--- src/rtl/lvli_pkg.sv ---
// ---------------------------------------------------------------------------
// LDR voltage-to-lux interpolator package
// Shared widths, calibration table and controller/datapath interface types.
// ---------------------------------------------------------------------------
package lvli_pkg;

    // Calibration ROM geometry and fixed-point formats.
    localparam int ROM_ROWS  = 70;
    localparam int IDX_W     = 7;
    localparam int CODE_W    = 14;
    localparam int LUX_W     = 14;
    localparam int FRAC_BITS = 4;
    localparam int QUO_W     = 14;
    localparam int CNT_W     = $clog2(QUO_W);
    localparam int REM_W     = 2 * CODE_W + 1;

    localparam logic [LUX_W-1:0] LUX_MAX_Q4 = 14'd16000;

    // Defaults for the top-level parameters.
    localparam int DEF_TABLE_POINTS = 70;
    localparam int DEF_ADC_BITS     = 10;

    // Breakpoint voltages as ADC codes in Q10.4.
    localparam logic [CODE_W-1:0] BP_CODE [ROM_ROWS] = '{
        14'd0,     14'd65,    14'd196,   14'd360,   14'd622,
        14'd1080,  14'd1506,  14'd1866,  14'd2226,  14'd2521,
        14'd2815,  14'd3110,  14'd3372,  14'd3601,  14'd4190,
        14'd4681,  14'd5140,  14'd5565,  14'd5925,  14'd6285,
        14'd6580,  14'd6875,  14'd7169,  14'd7431,  14'd7660,
        14'd7889,  14'd8086,  14'd8315,  14'd8479,  14'd8675,
        14'd9002,  14'd9297,  14'd9592,  14'd9821,  14'd10050,
        14'd10279, 14'd10639, 14'd10999, 14'd11359, 14'd11654,
        14'd11916, 14'd12178, 14'd12571, 14'd12898, 14'd13160,
        14'd13389, 14'd13585, 14'd13749, 14'd13880, 14'd14011,
        14'd14142, 14'd14240, 14'd14338, 14'd14437, 14'd14502,
        14'd14568, 14'd14633, 14'd14698, 14'd14764, 14'd14797,
        14'd14862, 14'd14895, 14'd14960, 14'd14993, 14'd15059,
        14'd15124, 14'd15190, 14'd15222, 14'd15288, 14'd15320
    };

    // Breakpoint illuminance in lux, Q10.4.
    localparam logic [LUX_W-1:0] BP_LUX [ROM_ROWS] = '{
        14'd0,     14'd2,     14'd5,     14'd8,     14'd16,
        14'd32,    14'd48,    14'd64,    14'd80,    14'd96,
        14'd112,   14'd128,   14'd144,   14'd160,   14'd200,
        14'd240,   14'd280,   14'd320,   14'd360,   14'd400,
        14'd440,   14'd480,   14'd520,   14'd560,   14'd600,
        14'd640,   14'd680,   14'd720,   14'd760,   14'd800,
        14'd880,   14'd960,   14'd1040,  14'd1120,  14'd1200,
        14'd1280,  14'd1440,  14'd1600,  14'd1800,  14'd2000,
        14'd2200,  14'd2400,  14'd2800,  14'd3200,  14'd3600,
        14'd4000,  14'd4400,  14'd4800,  14'd5200,  14'd5600,
        14'd6000,  14'd6400,  14'd6800,  14'd7200,  14'd7600,
        14'd8000,  14'd8400,  14'd8800,  14'd9200,  14'd9600,
        14'd10000, 14'd10400, 14'd10800, 14'd11200, 14'd12000,
        14'd12800, 14'd13600, 14'd14400, 14'd15200, 14'd16000
    };

    function automatic logic [CODE_W-1:0] bp_code(input logic [IDX_W-1:0] idx);
        logic [CODE_W-1:0] val;
        if (idx < IDX_W'(ROM_ROWS))
        begin
            val = BP_CODE[idx];
        end
        else
        begin
            val = '0;
        end
        return val;
    endfunction

    function automatic logic [LUX_W-1:0] bp_lux(input logic [IDX_W-1:0] idx);
        logic [LUX_W-1:0] val;
        if (idx < IDX_W'(ROM_ROWS))
        begin
            val = BP_LUX[idx];
        end
        else
        begin
            val = '0;
        end
        return val;
    endfunction

    // Commands from the controller to the datapath.
    typedef struct packed {
        logic load_in;
        logic search_step;
        logic fetch;
        logic mult;
        logic div_init;
        logic div_step;
        logic sum;
        logic load_out;
    } lvli_cmd_t;

    // Status from the datapath to the controller.
    typedef struct packed {
        logic search_done;
        logic direct;
        logic div_last;
        logic out_free;
    } lvli_sts_t;

endpackage

--- src/rtl/ldr_voltage_to_lux_interpolator_core.sv ---
// ---------------------------------------------------------------------------
// LDR voltage-to-lux interpolator core
// Converts one light-sensor ADC code to illuminance by piecewise-linear
// interpolation over a fixed calibration table.
// ---------------------------------------------------------------------------
// Each request carries one raw ADC code from the light-dependent-resistor
// divider and produces one illuminance value in lux times 16 (Q10.4), rounded
// to nearest with ties rounded up. The code is scaled by 16 and compared with
// the calibration breakpoints, which are stored as ADC codes in Q10.4. A zero
// code gives 0, a code at or above the last used breakpoint gives that
// breakpoint's lux (16000 for the full table), and a code landing exactly on
// a breakpoint gives that breakpoint's lux. TABLE_POINTS limits how many
// table rows are used (at most 70, at least 2); ADC_BITS sets the width of
// the code port. One request is processed at a time. A request is taken,
// then passes the binary segment search, the segment fetch and the
// multiplier; a direct result then goes straight to the output load, while
// an interpolated one passes divider setup, a bit-serial restoring divider
// with a 14-bit quotient, the sum and then the output load, which waits
// until the output register is free. The result sits in an output register,
// so a new request is taken as soon as the result has been moved there,
// even if it has not yet been taken downstream.
// ---------------------------------------------------------------------------
module ldr_voltage_to_lux_interpolator_core
    import lvli_pkg::*;
#(
    parameter int TABLE_POINTS = DEF_TABLE_POINTS,
    parameter int ADC_BITS     = DEF_ADC_BITS
)
(
    input  logic                clk,
    input  logic                rst_n,
    input  logic                in_valid,
    output logic                in_ready,
    input  logic [ADC_BITS-1:0] adc_code,
    output logic                out_valid,
    input  logic                out_ready,
    output logic [LUX_W-1:0]    lux_q4
);

    // Controller and datapath talk only through these two bundles.
    lvli_cmd_t cmd;
    lvli_sts_t sts;

    // The controller owns the input handshake and the operation sequence.
    lvli_ctrl u_ctrl (
        .clk      (clk),
        .rst_n    (rst_n),
        .in_valid (in_valid),
        .in_ready (in_ready),
        .sts      (sts),
        .cmd      (cmd)
    );

    // The datapath holds the sample, the search bounds, the multiplier and
    // divider registers, and the output register with its valid flag.
    lvli_dp #(
        .TABLE_POINTS (TABLE_POINTS),
        .ADC_BITS     (ADC_BITS)
    ) u_dp (
        .clk       (clk),
        .rst_n     (rst_n),
        .adc_code  (adc_code),
        .cmd       (cmd),
        .sts       (sts),
        .out_ready (out_ready),
        .out_valid (out_valid),
        .lux_q4    (lux_q4)
    );

endmodule

--- src/rtl/lvli_ctrl.sv ---
// ---------------------------------------------------------------------------
// LDR voltage-to-lux interpolator controller
// One-hot state machine sequencing search, fetch, multiply, divide and output.
// ---------------------------------------------------------------------------
module lvli_ctrl
    import lvli_pkg::*;
(
    input  logic      clk,
    input  logic      rst_n,
    input  logic      in_valid,
    output logic      in_ready,
    input  lvli_sts_t sts,
    output lvli_cmd_t cmd
);

    typedef enum logic [7:0] {
        ST_IDLE   = 8'b0000_0001,
        ST_SEARCH = 8'b0000_0010,
        ST_FETCH  = 8'b0000_0100,
        ST_MULT   = 8'b0000_1000,
        ST_DINIT  = 8'b0001_0000,
        ST_DIV    = 8'b0010_0000,
        ST_SUM    = 8'b0100_0000,
        ST_FINISH = 8'b1000_0000
    } lvli_state_t;

    lvli_state_t state_reg;
    lvli_state_t state_next;

    always_ff @(posedge clk or negedge rst_n)
    begin
        if (!rst_n)
        begin
            state_reg <= ST_IDLE;
        end
        else
        begin
            state_reg <= state_next;
        end
    end

    always_comb
    begin
        state_next = state_reg;
        cmd        = '0;
        in_ready   = 1'b0;
        case (state_reg)
            ST_IDLE:
            begin
                in_ready = 1'b1;
                if (in_valid)
                begin
                    cmd.load_in = 1'b1;
                    state_next  = ST_SEARCH;
                end
            end
            ST_SEARCH:
            begin
                if (sts.search_done)
                begin
                    state_next = ST_FETCH;
                end
                else
                begin
                    cmd.search_step = 1'b1;
                end
            end
            ST_FETCH:
            begin
                cmd.fetch  = 1'b1;
                state_next = ST_MULT;
            end
            ST_MULT:
            begin
                // A zero sample, a saturated sample or an exact breakpoint
                // already has its result, so the divider is skipped.
                cmd.mult   = 1'b1;
                state_next = sts.direct ? ST_FINISH : ST_DINIT;
            end
            ST_DINIT:
            begin
                cmd.div_init = 1'b1;
                state_next   = ST_DIV;
            end
            ST_DIV:
            begin
                cmd.div_step = 1'b1;
                if (sts.div_last)
                begin
                    state_next = ST_SUM;
                end
            end
            ST_SUM:
            begin
                cmd.sum    = 1'b1;
                state_next = ST_FINISH;
            end
            ST_FINISH:
            begin
                if (sts.out_free)
                begin
                    cmd.load_out = 1'b1;
                    state_next   = ST_IDLE;
                end
            end
            default:
            begin
                state_next = ST_IDLE;
            end
        endcase
    end

endmodule

--- src/rtl/lvli_dp.sv ---
// ---------------------------------------------------------------------------
// LDR voltage-to-lux interpolator datapath
// Binary segment search, segment fetch, multiplier, restoring divider and
// output register.
// ---------------------------------------------------------------------------
module lvli_dp
    import lvli_pkg::*;
#(
    parameter int TABLE_POINTS = DEF_TABLE_POINTS,
    parameter int ADC_BITS     = DEF_ADC_BITS
)
(
    input  logic                clk,
    input  logic                rst_n,
    input  logic [ADC_BITS-1:0] adc_code,
    input  lvli_cmd_t           cmd,
    output lvli_sts_t           sts,
    input  logic                out_ready,
    output logic                out_valid,
    output logic [LUX_W-1:0]    lux_q4
);

    localparam int ROWS_USED = (TABLE_POINTS > ROM_ROWS) ? ROM_ROWS :
                               ((TABLE_POINTS < 2) ? 2 : TABLE_POINTS);
    localparam logic [IDX_W-1:0] LAST_ROW = IDX_W'(ROWS_USED - 1);
    localparam int XW    = ADC_BITS + FRAC_BITS;
    localparam int CMP_W = (XW > CODE_W) ? XW : CODE_W;
    localparam int NUM_W = 2 * CODE_W;

    // Sample and search bounds.
    logic [XW-1:0]    x_reg;
    logic [IDX_W-1:0] lo_reg;
    logic [IDX_W-1:0] hi_reg;

    // Segment operands.
    logic [LUX_W-1:0]  dy_reg;
    logic [CODE_W-1:0] dx_reg;
    logic [CODE_W-1:0] den_reg;
    logic [LUX_W-1:0]  base_reg;
    logic              direct_reg;
    logic [LUX_W-1:0]  res_reg;
    logic [NUM_W-1:0]  num_reg;

    // Divider.
    logic [REM_W-1:0] rem_reg;
    logic [REM_W-1:0] dsh_reg;
    logic [QUO_W-1:0] quo_reg;
    logic [CNT_W-1:0] cnt_reg;

    // Output register.
    logic             out_valid_reg;
    logic             out_valid_next;
    logic [LUX_W-1:0] lux_q4_reg;

    logic [IDX_W:0]     mid_sum;
    logic [IDX_W-1:0]   mid;
    logic [CMP_W-1:0]   x_cmp;
    logic               mid_below;
    logic [IDX_W-1:0]   prev;
    logic [CMP_W-1:0]   code_i;
    logic [CMP_W-1:0]   code_p;
    logic [CMP_W-1:0]   code_last;
    logic [CMP_W-1:0]   dx_full;
    logic               is_zero;
    logic               is_top;
    logic               is_hit;
    logic               rem_ge;
    logic [LUX_W:0]     sum_w;

    assign mid_sum   = {1'b0, lo_reg} + {1'b0, hi_reg};
    assign mid       = mid_sum[IDX_W:1];
    assign x_cmp     = CMP_W'(x_reg);
    assign mid_below = CMP_W'(bp_code(mid)) < x_cmp;

    assign prev      = lo_reg - IDX_W'(1);
    assign code_i    = CMP_W'(bp_code(lo_reg));
    assign code_p    = CMP_W'(bp_code(prev));
    assign code_last = CMP_W'(bp_code(LAST_ROW));
    assign dx_full   = x_cmp - code_p;
    assign is_zero   = (x_reg == '0);
    assign is_top    = (x_cmp >= code_last);
    assign is_hit    = (x_cmp == code_i);

    assign rem_ge = (rem_reg >= dsh_reg);
    assign sum_w  = {1'b0, base_reg} + {1'b0, quo_reg};

    always_ff @(posedge clk)
    begin
        if (cmd.load_in)
        begin
            x_reg  <= {adc_code, FRAC_BITS'(0)};
            lo_reg <= IDX_W'(1);
            hi_reg <= LAST_ROW;
        end
        else if (cmd.search_step)
        begin
            if (mid_below)
            begin
                lo_reg <= mid + IDX_W'(1);
            end
            else
            begin
                hi_reg <= mid;
            end
        end

        if (cmd.fetch)
        begin
            dy_reg     <= bp_lux(lo_reg) - bp_lux(prev);
            dx_reg     <= dx_full[CODE_W-1:0];
            den_reg    <= code_i[CODE_W-1:0] - code_p[CODE_W-1:0];
            base_reg   <= bp_lux(prev);
            direct_reg <= is_zero | is_top | is_hit;
            if (is_zero)
            begin
                res_reg <= '0;
            end
            else if (is_top)
            begin
                res_reg <= bp_lux(LAST_ROW);
            end
            else
            begin
                res_reg <= bp_lux(lo_reg);
            end
        end
        else if (cmd.sum)
        begin
            // Round-half-up quotient added to the segment base, then clamped.
            res_reg <= (sum_w > {1'b0, LUX_MAX_Q4}) ? LUX_MAX_Q4 : sum_w[LUX_W-1:0];
        end

        if (cmd.mult)
        begin
            num_reg <= NUM_W'(dy_reg) * NUM_W'(dx_reg);
        end

        if (cmd.div_init)
        begin
            rem_reg <= {num_reg, 1'b0} + REM_W'(den_reg);
            dsh_reg <= REM_W'({den_reg, 1'b0}) << (QUO_W - 1);
            quo_reg <= '0;
            cnt_reg <= '0;
        end
        else if (cmd.div_step)
        begin
            if (rem_ge)
            begin
                rem_reg <= rem_reg - dsh_reg;
            end
            dsh_reg <= dsh_reg >> 1;
            quo_reg <= {quo_reg[QUO_W-2:0], rem_ge};
            cnt_reg <= cnt_reg + CNT_W'(1);
        end

        if (cmd.load_out)
        begin
            lux_q4_reg <= res_reg;
        end
    end

    always_comb
    begin
        out_valid_next = out_valid_reg;
        if (cmd.load_out)
        begin
            out_valid_next = 1'b1;
        end
        else if (out_ready)
        begin
            out_valid_next = 1'b0;
        end
    end

    always_ff @(posedge clk or negedge rst_n)
    begin
        if (!rst_n)
        begin
            out_valid_reg <= 1'b0;
        end
        else
        begin
            out_valid_reg <= out_valid_next;
        end
    end

    assign sts.search_done = (lo_reg == hi_reg);
    assign sts.direct      = direct_reg;
    assign sts.div_last    = (cnt_reg == CNT_W'(QUO_W - 1));
    assign sts.out_free    = ~out_valid_reg | out_ready;

    assign out_valid = out_valid_reg;
    assign lux_q4    = lux_q4_reg;

endmodule
--- config.mk ---
export PLATFORM = sky130hd
export DESIGN_NAME = ldr_voltage_to_lux_interpolator_core
export DESIGN_NICKNAME = d
export VERILOG_FILES = /design/src/rtl/lvli_pkg.sv /design/src/rtl/ldr_voltage_to_lux_interpolator_core.sv /design/src/rtl/lvli_ctrl.sv /design/src/rtl/lvli_dp.sv
export SDC_FILE = /design/constraint.sdc
export NUM_CORES = 1
export LEC_CHECK = 0
export ABC_AREA = 1
export BUFFER_PORTS_ARGS = -buffer_cell sky130_fd_sc_hd__buf_2
export CORE_AREA = 10 10 212 214
export CTS_CLUSTER_DIAMETER = 50
export DETAILED_ROUTE_END_ITERATION = 10
export DIE_AREA = 0 0 222 224
export PLACE_DENSITY = 0.77
export SKIP_LAST_GASP = 1
export SYNTH_ARGS = -nofsm -noshare
export SYNTH_HDL_FRONTEND = slang
export SYNTH_SLANG_ARGS = --single-unit
--- constraint.sdc ---
create_clock -name clk -period 10.4 [get_ports clk]
set_clock_uncertainty 0.15 [all_clocks]
set_input_delay 0.52 -clock clk [delete_from_list [all_inputs] [get_ports clk]]
set_output_delay 0.52 -clock clk [all_outputs]
set_load 0.1 [all_outputs]
=== Word-level counts from Yosys, hierarchy flattened ===
Memories as Yosys holds them, arrays and structs flattened.
Index checks and enable logic that the tools add are counted.

* Logic and storage cells: 123
* Memory bits (read-only): 8960
* Bits of input ports: 14
* Flip-flop bits (word level): 221
* Output and inout port bits: 16
* Memories kept: 5

{| class="wikitable"
|+ Memory list
! name !! words !! width !! rd ports !! clocked after Yosys merged registers in !! write ports !! line !! source
|-
| (name not given) || 128 || 14 || 1 || 0 || 0 || lvli_pkg.sv:76 || <nowiki>val = BP_LUX[idx];</nowiki>
|-
| (name not given) || 128 || 14 || 1 || 0 || 0 || lvli_pkg.sv:76 ||
|-
| (name not given) || 128 || 14 || 1 || 0 || 0 || lvli_pkg.sv:63 || <nowiki>val = BP_CODE[idx];</nowiki>
|-
| (name not given) || 128 || 14 || 1 || 0 || 0 || lvli_pkg.sv:63 ||
|-
| (name not given) || 128 || 14 || 1 || 0 || 0 || lvli_pkg.sv:63 ||
|}

* Add/subtract/negate cells: 10
* Equal/unequal tests: 15
* Reductions and logical operators: 9
* Magnitude comparators: 10
* Mux-type cells: 47
* Multipliers: 1
* Bitwise gates (word level): 8

{| class="wikitable"
|+ Operator list
! cell !! number
|-
| two-way mux 14 bit || 22
|-
| two-way mux 29 bit || 3
|-
| one-hot mux 8 bit (8 select lines) || 1
|-
| two-way mux 28 bit || 2
|-
| subtractor 14 bit || 3
|-
| two-way mux 8 bit || 5
|-
| adder 29 x 14 -> 29 bit || 1
|-
| >= comparator 29 x 28 -> 1 bit || 1
|-
| subtractor 29 x 28 -> 29 bit || 1
|-
| multiplier 14 x 14 -> 28 bit || 1
|-
| >= comparator 8 bit, second input constant || 3
|-
| NOT 7 -> 8 bit || 3
|-
| less-than comparator 7 bit, second input constant || 3
|-
| adder 14 x 14 -> 15 bit || 1
|-
| greater-than comparator 15 x 14 -> 1 bit, second input constant || 1
|-
| == test 14 bit || 1
|-
| >= comparator 14 bit, second input constant || 1
|-
| zero test 14 bit || 1
|-
| less-than comparator 14 bit || 1
|-
| two-way mux 1 bit || 14
|-
| adder 7 x 7 -> 8 bit || 1
|-
| == test 8 x 1 -> 1 bit, second input constant || 1
|-
| == test 8 x 2 -> 1 bit, second input constant || 1
|-
| == test 8 x 3 -> 1 bit, second input constant || 1
|-
| other kinds (16) || 27
|}

=== Longest topological paths before layout ===
* Word-level depth: 9
* Depth in mapped cells: 32
* Depth with buffers taken out: 30

=== Modules after synthesis ===
A second synthesis with hierarchy kept.

* Cell total of the unflattened synthesis: 3303
* Area, all modules: 24693.7 µm²

{| class="wikitable"
|+ By module, submodules not included
! module !! area each (µm²) !! seq. area each (µm²) !! instances !! cells an instance
|-
| lvli_dp || 24118.1 || 5900.7 || 1 || 3227
|-
| lvli_ctrl || 575.6 || 201.4 || 1 || 76
|}

=== Least setup slack after synthesis ===
Ideal clock, no wire load.

* Path kind: reg2reg
* Start: register u_ctrl.state_reg[4]
* End: register u_dp.res_reg[0] (data pin)
* Cell stages (with the launch flop): 12
* Clock period less this slack: 8.119 ns
* Data required time: 10.119 ns
* Slack: 2.281 ns
* Arrival: 7.838 ns
* Path through: dfrtp_1 nor2_1 inv_1 nor2_1 inv_1 nor4_1 inv_1 nor2_1 nand2_1 inv_1 nand2_1 nand2_1

* Word-level cells in the longest chain between the ends: 3

{| class="wikitable"
|+ RTL lines
! what !! line !! source
|-
| from (decl) || lvli_ctrl.sv:27 || <nowiki>lvli_state_t state_reg;</nowiki>
|-
| from (signal assigned) || lvli_ctrl.sv:38 || <nowiki>state_reg <= state_next;</nowiki>
|-
| == test 8 x 3 -> 1 bit || lvli_ctrl.sv:47 || <nowiki>case (state_reg)</nowiki>
|-
| two-way mux 1 bit || lvli_ctrl.sv:47 ||
|-
| two-way mux 14 bit || lvli_dp.sv:107 || <nowiki>if (cmd.fetch)</nowiki>
|-
| to (signal assigned) || lvli_dp.sv:120 || <nowiki>res_reg <= bp_lux(LAST_ROW);</nowiki>
|-
| to (signal assigned) || lvli_dp.sv:124 || <nowiki>res_reg <= bp_lux(lo_reg);</nowiki>
|-
| to (signal assigned) || lvli_dp.sv:130 || <nowiki>res_reg <= (sum_w > {1'b0, LUX_MAX_Q4}) ? LUX_MAX_Q4 : sum_w[LUX_W-1:0];</nowiki>
|-
| to (decl) || lvli_dp.sv:41 || <nowiki>logic [LUX_W-1:0] res_reg;</nowiki>
|}

Every way passes these cells.
A chain may end at the register's enable or synchronous reset.

=== Worst setup path in the final report ===
* Start: register u_dp.lo_reg[2]
* End: register u_dp.den_reg[12] (data pin)

* Word-level cells in the longest chain between the ends: 7
* Elaborated cells on any way between the ends: 14
* Those cells by class: 2 x add/sub; 2 x order compare; 6 x mux; 2 x bitwise; 2 x memory

{| class="wikitable"
|+ RTL lines
! what !! line !! source
|-
| from (decl) || lvli_dp.sv:32 || <nowiki>logic [IDX_W-1:0] lo_reg;</nowiki>
|-
| from (signal assigned) || lvli_dp.sv:99 || <nowiki>lo_reg <= mid + IDX_W'(1);</nowiki>
|-
| subtractor 7 x 1 -> 7 bit || lvli_dp.sv:75 || <nowiki>assign prev = lo_reg - IDX_W'(1);</nowiki>
|-
| NOT 7 -> 8 bit (implied by the code) || lvli_pkg.sv:63 ||
|-
| memory (128 x 14 bit) || - ||
|-
| two-way mux 14 bit (implied by the code) (2 in series) || lvli_pkg.sv:63 ||
|-
| two-way mux 14 bit || lvli_pkg.sv:61 || <nowiki>if (idx < IDX_W'(ROM_ROWS))</nowiki>
|-
| subtractor 14 bit (*) || lvli_dp.sv:111 || <nowiki>den_reg <= code_i[CODE_W-1:0] - code_p[CODE_W-1:0];</nowiki>
|-
| to (signal assigned) || lvli_dp.sv:111 ||
|-
| to (decl) || lvli_dp.sv:38 || <nowiki>logic [CODE_W-1:0] den_reg;</nowiki>
|}

Every way passes the cells marked *; elsewhere a longest branch is shown, timed or not. The select of a mux whose other input is x is not followed.

==> impl_metrics.toml <==
[yosys]
ys_seq_elements = 220
synth_edf_count = 165
ys_seq_area_frac = 0.249
async_flop_share = 0.0409
synthAdderAreaFrac = 0.244
synth_cell_types = 67
synthMuxAreaShare = 0
yosysWarnings = 0
netlist_area_mm2 = 0.0245
synth_compound_gate_area_share = 0.149
synthSimpleGateAreaFrac = 0.214
syn_area_per_cell_um2 = 7.50
synthFlopType = "edfxtp_1"
synth_top_family_by_area = "adder cells"
synthXorXnorAreaFrac = 0.0368
synthesis.nets = 3668
synth_cells = 3265

[critical_path]
crit_required_ns = 10.57
slowest_stage = "clkinv_1"
endpoint = "u_dp.den_reg[12]$_DFFE_PP_"
path_depth = 23
worstSetupStartpoint = "u_dp.lo_reg[2]$_SDFFE_PP0P_"
cp.arrival_ns = 7.03
rrSetupSlack_ns = 3.53
reg2reg_from = "u_dp.lo_reg[2]$_SDFFE_PP0P_"
critPathMaxStageDelay_ns = 0.84
r2r_cells = 23
cp.buffers_inverters = 6
worstPathMaxFanout = 37
path_delay_family = "buffers and inverters"
critPathLaunchType = "flip-flop"
crit_path_end_kind = "flip-flop"
path_class = "flip-flop to flip-flop"
rr_endpoint = "u_dp.den_reg[12]$_DFFE_PP_"
crit_chain = "buf_4, clkinv_1, ha_1, inv_1, o21ai_2, nand2_2, inv_2, nor2_1, inv_1, a21oi_1, a21oi_1, nand4_1, o311ai_0, nand3_1, ha_1, inv_1, o21bai_1, a31oi_1, o21ai_0, a21oi_1, nor2_1, nor2_1, xor2_1"

[clocking]
cts_tree = "done"
clock_latency_ns = 0.61
cts_resized = 0
cts_sinks = 220
htreeDepth = 1
clk_pin_slew_worst_paths_ns = 0.06
cts_buffers = 30
clockRootBuffer = "clkbuf_16"
clockBufferDepth = 3

[floorplanning]
fp-row-count = 74
start_util = 0.604
die_w_um = 222
die_y_um = 224
core_area_mm2 = 0.0406
dieArea_mm2 = 0.0497
num_io_pins = 30

[detailed_routing]
ant_nets = 0
wirelength_um = 82700
first_iter_violations = 3202
dr_total_vias = 23500
drt_drc_violations_left = 0
dr.pass1.iters = 6
avgRoutedWirePerCell_um = 21.7
routed_via_density = 6.18

[sta]
setup_tns_ns = 0
fin_crit_ns = 6.87
slew_headroom = 0.188
hold_violations = 0
fmax_ghz = 0.146
final_max_slew_viol_count = 0
finalCritPeriodShare = 0.660
setup_violations = 0
rsz0062_at_grt = "false"
worstMarginPinSlew_ns = 1.21

[min_path]
holdCritPathClass = "primary input to flip-flop"

[placed_design]
dpl.hpwl_um = 63900
place_congestion = 1.06
portBuffers = 29

[grt]
track_usage = 0.322
grt_pass1_wl_um = 129000
grt_overflow = 0
grt_max_degree = 60
antenna_found_initial = 0
grt_pass1_vias = 23100

[flow_run]
max_cap_violations = 0

[layout]
largest_register_ffs = 29
syn2layout_area_growth_pct = 6.53
antenna_cells = 0
fin_nets = 3652
fillers = 3406
layout-drive-gt1-share = 0.0486

[status]
outcome = "complete, no violations"
## worst min-delay path by stage
stage / start / endpoint / slack, ns / cells past startpoint
2_1_floorplan: rst_n / u_ctrl.state_reg[1]$_DFFE_PN0P_ / 0.07 / 0
3_3_place_gp: rst_n / u_ctrl.state_reg[2]$_DFFE_PN0P_ / 0.23 / 1
3_5_place_dp: rst_n / u_ctrl.state_reg[7]$_DFFE_PN0P_ / 0.23 / 1
4_1_cts: adc_code[0] / u_dp.x_cmp[4]$_DFFE_PP_ / 0.003 / 1
5_1_grt: adc_code[0] / u_dp.x_cmp[4]$_DFFE_PP_ / 0.002 / 1
6_report: in_valid / u_ctrl.state_reg[0]$_DFFE_PN1P_ / 0.02 / 4
## final cells by class
type                            count  area (um2)  area share
Timing Repair Buffer               58         383      0.0147
Sequential cell                   220        6100       0.234
Multi-Input combinational cell   2362       15800       0.604
Inverter                          577        2170      0.0832
Tap cell                          532         666      0.0255
Clock inverter                     22         225     0.00863
Clock buffer                       34         786      0.0301
## synth_stat cells (38+ instances only)
cell type	count	area, um2
nand2_1	688	2580
inv_1	561	2110
nor2_1	254	953
ha_1	242	3030
a21oi_1	215	1080
o21ai_0	213	1070
nand3_1	178	891
edfxtp_1	165	4950
fa_1	147	2940
clkbuf_1	78	293
xor2_1	71	622
dfxtp_1	46	921
nor3_1	38	190
## what timing repair did
action,in CTS,in global routing
setup endpoints to repair,0,0
hold endpoints to repair,16,0
buffers inserted,0,0
hold buffers,8,0
## metal layers
metal,track usage,wire (um),vias to the layer above
li1,-,-,10800
met1,0.381,30700,11100
met2,0.541,39300,1322
met3,0.0507,6890,319
met4,0.205,5920,0
met5,0,0,-
## cells in the final DEF (no fill, tap or decap), drive strengths merged, types with 13 or more instances in the layout
master and n:
nand2 699, inv 582, nor2 259, ha 242, o21ai 224, a21oi 218
nand3 186, edfxtp 165, fa 147, xor2 73, buf 50, dfxtp 46
nor3 39, nand4 35, clkbuf 34, a31oi 33, xnor2 27, o211ai 21
o22ai 18, nor4 15, clkinv 13
## worst reg2reg max path, cell delays in order (launching register included)
cell	delay, ns
dfxtp_1	0.30
buf_4	0.34
clkinv_1	0.84
ha_1	0.59
inv_1	0.11
o21ai_2	0.06
nand2_2	0.55
inv_2	0.36
nor2_1	0.68
inv_1	0.34
a21oi_1	0.21
a21oi_1	0.08
nand4_1	0.11
o311ai_0	0.27
nand3_1	0.24
ha_1	0.21
inv_1	0.05
o21bai_1	0.24
a31oi_1	0.17
o21ai_0	0.31
a21oi_1	0.13
nor2_1	0.11
nor2_1	0.05
xor2_1	0.14
## logic make-up (layout without fill, tap and decap cells)
family | after synthesis | after routing
AO/OA/AOI/OAI | 625 | 625
XOR/XNOR | 100 | 100
adder cells (fa/ha/maj) | 389 | 389
buffers and inverters | 683 | 691
flip-flops | 220 | 220
AND/OR/NAND/NOR | 1248 | 1248
## stage by stage
| step | util | hold slack, ns | instances | setup WS [ns] | area [um2] |
|---|---|---|---|---|---|
| 3_5_place_dp | 0.617 | 0.231 | 3741 | 3.80 | 25000 |
| 5_1_grt | 0.643 | 0.00180 | 3805 | 3.18 | 26100 |
| 4_1_cts | 0.643 | 0.00252 | 3805 | 3.84 | 26100 |
| 2_1_floorplan | - | 0.0744 | 3265 | 2.28 | 24500 |
| 3_3_place_gp | 0.617 | 0.230 | 3741 | 3.97 | 25000 |
| 6_report | 0.643 | 0.0169 | 3805 | 3.53 | 26100 |
Power is left out: the tool's default activity adds up to more than one toggle a clock period on the data nets, which glitch-free logic cannot reach.
